$ cat src/first_fit_contiguous_block_allocator_unit_defines.svh
// Assertion macros for the first-fit block allocator.
// Depends on clk and rst being visible where a macro is used.
`ifndef FIRST_FIT_CONTIGUOUS_BLOCK_ALLOCATOR_UNIT_DEFINES_SVH
`define FIRST_FIT_CONTIGUOUS_BLOCK_ALLOCATOR_UNIT_DEFINES_SVH
`ifndef ASSERT_OFF
// same-cycle implication
`define FFA_ASSERT_NOW(lbl, ante, cons, msg) \
  lbl: assert property (@(posedge clk) disable iff (rst) (ante) |-> (cons)) else $error(msg);
// next-cycle implication
`define FFA_ASSERT_NEXT(lbl, ante, cons, msg) \
  lbl: assert property (@(posedge clk) disable iff (rst) (ante) |=> (cons)) else $error(msg);
`else
`define FFA_ASSERT_NOW(lbl, ante, cons, msg)
`define FFA_ASSERT_NEXT(lbl, ante, cons, msg)
`endif
`endif

$ cat src/ffa_pkg.sv
// Shared types and constants for the first-fit block allocator.
// No dependencies.
`timescale 1ns / 1ps

package ffa_pkg;

  // request op codes
  localparam logic [1:0] OP_ALLOC = 2'd0;
  localparam logic [1:0] OP_FREE  = 2'd1;
  localparam logic [1:0] OP_MARK  = 2'd2;

  // field widths
  localparam int OP_W    = 2;
  localparam int BLK_W   = 7;
  localparam int IN_W    = 16;
  localparam int OUT_W   = 8;

  // a run may only begin below this block
  localparam int START_LIMIT = 128;

  typedef struct packed {
    logic             status;
    logic [BLK_W-1:0] run_start;
  } result_t;

endpackage

$ cat src/ffa_ram.sv
// Generic simple dual-port RAM, one write and one registered read port.
// No dependencies.
`timescale 1ns / 1ps

module ffa_ram #(
  parameter int WIDTH = 1,
  parameter int DEPTH = 128
) (
  input  logic                     clk,
  input  logic                     we,
  input  logic [$clog2(DEPTH)-1:0] waddr,
  input  logic [WIDTH-1:0]         wdata,
  input  logic                     re,
  input  logic [$clog2(DEPTH)-1:0] raddr,
  output logic [WIDTH-1:0]         rdata
);

  logic [WIDTH-1:0] mem [DEPTH];

  always_ff @(posedge clk) begin
    if (we) begin
      mem[waddr] <= wdata;
    end
    if (re) begin
      rdata <= mem[raddr];
    end
  end

endmodule

$ cat src/ffa_ctrl.sv
// Request sequencer: clearing pass, bitmap scan, range write and result register.
// Depends on ffa_pkg; drives the bitmap RAM ports.
`timescale 1ns / 1ps

module ffa_ctrl #(
  parameter int NUM_DISK_BLOCKS = 128
) (
  input  logic                                 clk,
  input  logic                                 rst,
  input  logic                                 in_valid,
  output logic                                 in_ready,
  input  logic [ffa_pkg::OP_W-1:0]             in_op,
  input  logic [ffa_pkg::BLK_W-1:0]            in_first,
  input  logic [ffa_pkg::BLK_W-1:0]            in_count,
  output logic                                 out_valid,
  input  logic                                 out_ready,
  output ffa_pkg::result_t                     out_word,
  output logic                                 mem_we,
  output logic [$clog2(NUM_DISK_BLOCKS)-1:0]   mem_waddr,
  output logic                                 mem_wdata,
  output logic                                 mem_re,
  output logic [$clog2(NUM_DISK_BLOCKS)-1:0]   mem_raddr,
  input  logic                                 mem_rdata
);
  import ffa_pkg::*;

  localparam int AW = $clog2(NUM_DISK_BLOCKS);
  localparam int BW = (AW + 1 > 8) ? AW + 1 : 8;
  localparam logic [BW-1:0] NUM_BW  = BW'(NUM_DISK_BLOCKS);
  localparam logic [BW-1:0] LAST_BW = BW'(NUM_DISK_BLOCKS - 1);
  localparam logic [BW-1:0] LIM_BW  = BW'(START_LIMIT);
  localparam logic [AW-1:0] LAST_AW = AW'(NUM_DISK_BLOCKS - 1);

  typedef enum logic [2:0] {S_CLEAR, S_IDLE, S_SCAN, S_WRITE, S_DONE} state_t;

  state_t           state;
  logic [AW-1:0]    clr_cnt;
  logic [BLK_W-1:0] first_q;
  logic [BLK_W-1:0] count_q;
  logic [BLK_W-1:0] k;
  logic             fill_val;
  logic [BW-1:0]    iss;
  logic             rd_vld;
  logic [BW-1:0]    rd_blk;
  logic [BLK_W-1:0] run;
  logic [BLK_W-1:0] begin_q;
  result_t          res;

  logic [BW-1:0]    wr_blk;
  logic             hit_free;
  logic             start_ok;
  logic             run_done;
  logic             scan_fail;
  logic [BLK_W-1:0] start_now;

  assign in_ready = (state == S_IDLE);

  // block addressed by the range walk
  assign wr_blk = BW'(first_q) + BW'(k);

  // scan decisions for the word coming back from the RAM
  assign hit_free  = rd_vld && !mem_rdata;
  assign start_ok  = !((run == '0) && (rd_blk >= LIM_BW));
  assign run_done  = hit_free && start_ok && ((run + BLK_W'(1)) == count_q);
  assign scan_fail = rd_vld && ((hit_free && !start_ok) ||
                                (!run_done && (rd_blk == LAST_BW)));
  assign start_now = (run == '0) ? rd_blk[BLK_W-1:0] : begin_q;

  // RAM port drive
  always_comb begin
    mem_we    = 1'b0;
    mem_waddr = '0;
    mem_wdata = 1'b0;
    mem_re    = 1'b0;
    mem_raddr = iss[AW-1:0];
    case (state)
      S_CLEAR: begin
        mem_we    = 1'b1;
        mem_waddr = clr_cnt;
        mem_wdata = (clr_cnt == '0);
      end
      S_WRITE: begin
        mem_we    = (k != count_q) && (wr_blk < NUM_BW);
        mem_waddr = wr_blk[AW-1:0];
        mem_wdata = (wr_blk == '0) ? 1'b1 : fill_val;
      end
      S_SCAN: begin
        mem_re = (iss < NUM_BW) && !run_done && !scan_fail;
      end
      default: begin
      end
    endcase
  end

  // sequencer and result register
  always_ff @(posedge clk) begin
    if (rst) begin
      state     <= S_CLEAR;
      clr_cnt   <= '0;
      rd_vld    <= 1'b0;
      out_valid <= 1'b0;
    end else begin
      // a word leaving while the next one is loaded keeps out_valid high
      if (out_valid && out_ready && (state != S_DONE)) begin
        out_valid <= 1'b0;
      end
      case (state)
        S_CLEAR: begin
          clr_cnt <= clr_cnt + AW'(1);
          if (clr_cnt == LAST_AW) begin
            state <= S_IDLE;
          end
        end
        S_IDLE: begin
          if (in_valid) begin
            first_q <= in_first;
            count_q <= in_count;
            k       <= '0;
            res     <= '0;
            case (in_op)
              OP_ALLOC: begin
                iss    <= BW'(1);
                run    <= '0;
                rd_vld <= 1'b0;
                state  <= (in_count == '0) ? S_DONE : S_SCAN;
              end
              OP_FREE: begin
                fill_val <= 1'b0;
                state    <= S_WRITE;
              end
              OP_MARK: begin
                fill_val <= 1'b1;
                state    <= S_WRITE;
              end
              default: begin
                state <= S_DONE;
              end
            endcase
          end
        end
        S_SCAN: begin
          if (mem_re) begin
            iss <= iss + BW'(1);
          end
          // no read is issued once the scan decides, so rd_vld drops here
          rd_vld <= mem_re;
          rd_blk <= iss;
          if (run_done) begin
            first_q       <= start_now;
            k             <= '0;
            fill_val      <= 1'b1;
            res.run_start <= start_now;
            state         <= S_WRITE;
          end else if (scan_fail) begin
            res.status <= 1'b1;
            state      <= S_DONE;
          end else if (rd_vld) begin
            if (hit_free) begin
              if (run == '0) begin
                begin_q <= rd_blk[BLK_W-1:0];
              end
              run <= run + BLK_W'(1);
            end else begin
              run <= '0;
            end
          end
        end
        S_WRITE: begin
          if (k == count_q) begin
            state <= S_DONE;
          end else begin
            k <= k + BLK_W'(1);
          end
        end
        S_DONE: begin
          if (!out_valid || out_ready) begin
            out_valid <= 1'b1;
            out_word  <= res;
            state     <= S_IDLE;
          end
        end
        default: begin
          state <= S_IDLE;
        end
      endcase
    end
  end

endmodule

$ cat src/first_fit_contiguous_block_allocator_unit.sv
// First-fit contiguous block allocator over a used-block bitmap in RAM.
// Allocate: a bit-serial scan through the single RAM read port, then the range write through
// its write port. Free/mark: the range write only; zero-length alloc or unused op: no scan
// or write, the result only. m_tvalid rises as s_tready returns; one word in flight. Reset
// (synchronous, rst high) starts a clearing pass of the bitmap; s_tready stays low until it
// ends.
`timescale 1ns / 1ps
`include "first_fit_contiguous_block_allocator_unit_defines.svh"

module first_fit_contiguous_block_allocator_unit #(
  parameter int NUM_DISK_BLOCKS = 128
) (
  input  logic                       clk,
  input  logic                       rst,
  input  logic                       s_tvalid,
  output logic                       s_tready,
  input  logic [ffa_pkg::IN_W-1:0]   s_tdata,   // op[1:0], first_block[8:2], block_count[15:9]
  output logic                       m_tvalid,
  input  logic                       m_tready,
  output logic [ffa_pkg::OUT_W-1:0]  m_tdata    // run_start[6:0], status[7]
);
  import ffa_pkg::*;

  localparam int AW = $clog2(NUM_DISK_BLOCKS);

  logic          mem_we;
  logic [AW-1:0] mem_waddr;
  logic          mem_wdata;
  logic          mem_re;
  logic [AW-1:0] mem_raddr;
  logic          mem_rdata;
  result_t       out_word;

  // bitmap storage
  ffa_ram #(
    .WIDTH(1),
    .DEPTH(NUM_DISK_BLOCKS)
  ) u_map (
    .clk  (clk),
    .we   (mem_we),
    .waddr(mem_waddr),
    .wdata(mem_wdata),
    .re   (mem_re),
    .raddr(mem_raddr),
    .rdata(mem_rdata)
  );

  // request sequencer
  ffa_ctrl #(
    .NUM_DISK_BLOCKS(NUM_DISK_BLOCKS)
  ) u_ctrl (
    .clk      (clk),
    .rst      (rst),
    .in_valid (s_tvalid),
    .in_ready (s_tready),
    .in_op    (s_tdata[1:0]),
    .in_first (s_tdata[8:2]),
    .in_count (s_tdata[15:9]),
    .out_valid(m_tvalid),
    .out_ready(m_tready),
    .out_word (out_word),
    .mem_we   (mem_we),
    .mem_waddr(mem_waddr),
    .mem_wdata(mem_wdata),
    .mem_re   (mem_re),
    .mem_raddr(mem_raddr),
    .mem_rdata(mem_rdata)
  );

  assign m_tdata = {out_word.status, out_word.run_start};

  // checks
  `FFA_ASSERT_NEXT(a_one_word, s_tvalid && s_tready, !s_tready, "second word taken while busy")
  `FFA_ASSERT_NOW(a_rw_excl, mem_we, !mem_re, "bitmap read and write in one cycle")
  `FFA_ASSERT_NOW(a_blk0_kept, mem_we && (mem_waddr == '0), mem_wdata, "block 0 cleared")
  `FFA_ASSERT_NOW(a_fail_zero, m_tvalid && m_tdata[7], m_tdata[6:0] == '0, "failed alloc with start")

endmodule
$ cat config.mk
export PLATFORM = sky130hd
export DESIGN_NAME = first_fit_contiguous_block_allocator_unit
export DESIGN_NICKNAME = d
export VERILOG_FILES = /design/src/ffa_pkg.sv /design/src/ffa_ram.sv /design/src/ffa_ctrl.sv /design/src/first_fit_contiguous_block_allocator_unit.sv
export VERILOG_INCLUDE_DIRS = /design/src /design/src/src
export SDC_FILE = /design/constraint.sdc
export NUM_CORES = 1
export LEC_CHECK = 0
export BUFFER_PORTS_ARGS = -buffer_cell sky130_fd_sc_hd__buf_2
export CAP_MARGIN = 5
export CORE_MARGIN = 3
export CORE_UTILIZATION = 40
export DETAILED_ROUTE_END_ITERATION = 8
export GPL_TIMING_DRIVEN = 0
export HOLD_SLACK_MARGIN = 0.12
export SLEW_MARGIN = 5
export SYNTH_ARGS = -nofsm -noshare
export SYNTH_HDL_FRONTEND = slang
export SYNTH_HIERARCHICAL = 1
export SYNTH_SLANG_ARGS = --single-unit
$ cat constraint.sdc
create_clock -name clk -period 11.9 [get_ports clk]
set_input_delay 1.785 -clock clk [delete_from_list [all_inputs] [get_ports clk]]
set_output_delay 1.785 -clock clk [all_outputs]
set_load 0.02 [all_outputs]
==> key figures <==
Status
  – Outcome: complete, no violations

STA
  – Achievable Freq: around 0.27 GHz
  – Max-slew violation count: 0
  – Max transition margin: around 17%
  – Period utilisation layout: about a third
  – RSZ-0062 raised after global routing: no
  – Hold Fails Final Rpt: 0
  – Minimum clock period: between 3000 and 4000 ps
  – Least-Margin Pin Slew: roughly 1200 ps
  – # setup viols final: 0
  – Worst setup margin: just over 8000 ps
  – Max Clock Skew: between 9 and 10 ps

Worst setup path
  – Worst setup SP type: flip-flop
  – Worst EP required: between 10,000 and 15,000 ps
  – Critical path peak fanout: 8
  – FF-to-FF path depth: 10
  – Setup slack, reg-to-reg: 8170 ps
  – Critical path endpoint category: flip-flop
  – Setup CP Type: reg -> reg
  – RR Startpoint: u_ctrl/k[0]
  – Worst r2r dst: u_map/mem[88]
  – Arrival time worst endpoint: 3960 ps

Logic synthesis
  – FFs w/ async S/R, synth: 0%
  – Syn Area/Cell: ~13 µm²
  – Register bit total from synthesis: around 210
  – Syn nets: 810
  – Sequential area share after synthesis: roughly three fifths
  – Main synth FF type: edfxtp_1
  – Post-synth EDFFs: between 150 and 200
  – Synth area leaders: edfxtp_1, nor2_1, mux4_2
  – Mapped Area: between 10,000 and 15,000 µm²
  – Largest area contributor in the netlist: edfxtp_1
  – Mapped Cells: 772
  – Post-synth cell types: 72
  – Synth Warn #: 6
  – Share of the synthesized area in the top cell type: between 50% and 60%

Routing
  – Met1 wire length: around 11,000 µm
  – Starting DRC count in detailed routing: around 600
  – Post-DRT Antenna Nets: 0
  – WL final: approximately 22,000 µm
  – Top Metal Used: met4
  – Drt first pass iters: 5
  – Drt wl/cell: around 19 µm
  – Via/cell ratio: ~5.4
  – Vias: between 6,000 and 7,000
  – Routed wl met3: ~1000 µm
  – Drt drc: 0
  – Routed met2 length: just over 10,000 µm

Die
  – Chip Height: between 150 and 200 µm
  – Die width: between 150 and 200 µm
  – Std cell rows: 57
  – Die ar.: roughly 27,000 µm²
  – Starting density of the core: between 40% and 50%
  – I/O pin count: 30
  – CORE AREA: about 25,000 µm²

CTS
  – # H-tree levels: 1
  – Setup Buffers After CTS: 0
  – Clock sink count: 209
  – Clock Path Buffers: 3
  – TritonCTS buffer count: 23
  – CTS tree: built
  – Worst-Skew Late Latency: 520 ps
  – Post_cts resized: 0
  – Worst-path clk slew: about 60 ps
  – Clock Tree Root: clkbuf_16
  – Cts hold-fix bufs: 0

Worst hold path
  – Worst hold path class: reg -> reg
  – Hold Path Origin: u_ctrl/res[7]
  – Worst Hold Path EP: u_ctrl/out_word[7]
  – Hold path depth: 0

Global routing
  – Via count of the first global-routing pass: 6,238
  – GRT Total Usage: roughly 17%
  – Pin count of the biggest net entering global routing: 15
  – Initial antenna violation count: 0
  – GRT Residual Overflow: 0
  – First-pass GRT wire length: around 35,000 µm

Finish
  – Share of layout cells above drive strength 1: between 10% and 20%
  – Fin area: 11,500 µm²
  – Multi-input combinational cell area: between 3000 and 4000 µm²
  – Antenna Cells: 0
  – Synth-to-Final Area Change: 14.7%
  – Register area: about 6200 µm²
  – Fill count: ~2,200
  – Post-route core utilization: 47.0%
  – Nets: about 900

Placement
  – Port Buffers: 29
  – Hpwl dp: 15,500 µm
  – Gpl congestion: approximately 0.8
  – Placement Setup Slack: 7740 ps
  – Post-DP Area: ~11,000 µm²

Power
  – Power per cell area: just under 200 nW/µm²
  – Total chip power: ~2.3 mW
  – VDD IR max: between 0.0001 and 0.00015 V
  – Leak pwr: about 3.9 nW

Job
  – Max Cap Violations: 0
critical path, stage by stage (launching register included):
cell	delay, ps
edfxtp_1	520
ha_1	280
fa_1	450
a211oi_1	280
o21bai_1	120
a21oi_1	180
xnor2_1	230
a22o_1	370
nor2b_1	440
nand3_1	360
nor2_1	210
per-layer routing:
metal / global-route usage, % / up-vias
li1: - / 3018
met2: 26.5 / 131
met1: 24.8 / 3186
met5: 0 / -
met4: 3.93 / 0
met3: 2.51 / 31
cell type report:
class                   instances  share of cell area [%]
repair buffers                 42                    2.10
well taps                     324                    3.51
clock buffers                  25                    5.06
flip-flops and latches        209                    53.4
clock inverters                16                    1.97
plain buffers                  40                    1.83
inverters                      16                   0.521
multi-input cells             507                    31.6
cell usage after synthesis (14+ instances only):
| library cell | number |
|---|---|
| edfxtp_1 | 197 |
| nand2_1 | 32 |
| inv_1 | 15 |
| mux4_2 | 26 |
| clkbuf_1 | 18 |
| nand3_1 | 27 |
| xor2_1 | 21 |
| a21oi_1 | 14 |
| nand4_1 | 16 |
| nor2b_1 | 18 |
| ha_1 | 17 |
| nor2_1 | 161 |
through the flow:
step	hold WS, ps	instances	setup TNS [ps]
after floorplan	400	772	0
after global placement	401	1125	-616540
after detailed placement	407	1138	0
after CTS	421	1179	0
after global routing	424	1179	0
final	419	1179	0
power by group:
| part | switching [mW] | internal, mW | leakage [nW] |
|---|---|---|---|
| Clock | 0.292 | 0.466 | 0.388 |
| Combinational | 0.346 | 0.172 | 1.62 |
| Sequential | 0.0322 | 0.980 | 1.89 |
worst max-delay path by stage:
stage               startpoint  slack, ps  cells after the start              to
2_1_floorplan      u_ctrl/k[0]       1280                      7    u_map/mem[0]
3_3_place_gp       u_ctrl/k[0]      -4820                      7   u_map/mem[75]
4_1_cts            u_ctrl/k[0]       8210                     10   u_map/mem[75]
5_1_grt        u_ctrl/state[0]       7890                      9  u_map/mem[118]
3_5_place_dp        s_tdata[0]       7740                      7   u_ctrl/iss[0]
6_report           u_ctrl/k[0]       8170                     10   u_map/mem[88]
flip-flops by register name, summed over array words and instances, names as in the netlist:
signal            flops
u_ctrl/out_word       8
u_ctrl/out_valid      1
u_ctrl/count_q        7
u_map/rdata           1
u_ctrl/run            7
u_ctrl/first_q        7
u_ctrl/iss            8
u_ctrl/begin_q        7
u_map/mem           128
u_ctrl/rd_blk         8
u_ctrl/fill_val       1
u_ctrl/k              7
u_ctrl/state          3
u_ctrl/rd_vld         1
u_ctrl/clr_cnt        7
u_ctrl/res            8
placed cells by master (no fill, tap or decap), drive strengths merged, types with 12 or more instances in the layout:
cell type  synthesis  final
o21ai             12     12
dfxtp             12     12
xnor2             13     13
mux4              33     33
edfxtp           197    197
a21o              13     13
nand4             16     16
a21oi             14     14
xor2              21     21
nand3             28     28
inv               16     18
clkbuf            18     43
nor2b             18     18
nor2             161    161
and2              12     12
ha                17     17
buf               22     64
nand2             32     32
cell families after synthesis:
family                   Yosys count  synth area share [%]
AND/OR/NAND/NOR                  327                  15.9
AO/OA/AOI/OAI                     79                  5.56
adder cells (fa/ha/maj)           18                  2.31
flip-flops                       209                  61.2
buffers and inverters             56                  2.70
multiplexers                      49                  9.33
XOR/XNOR                          34                  2.96
(Power assumes the default switching activity.)
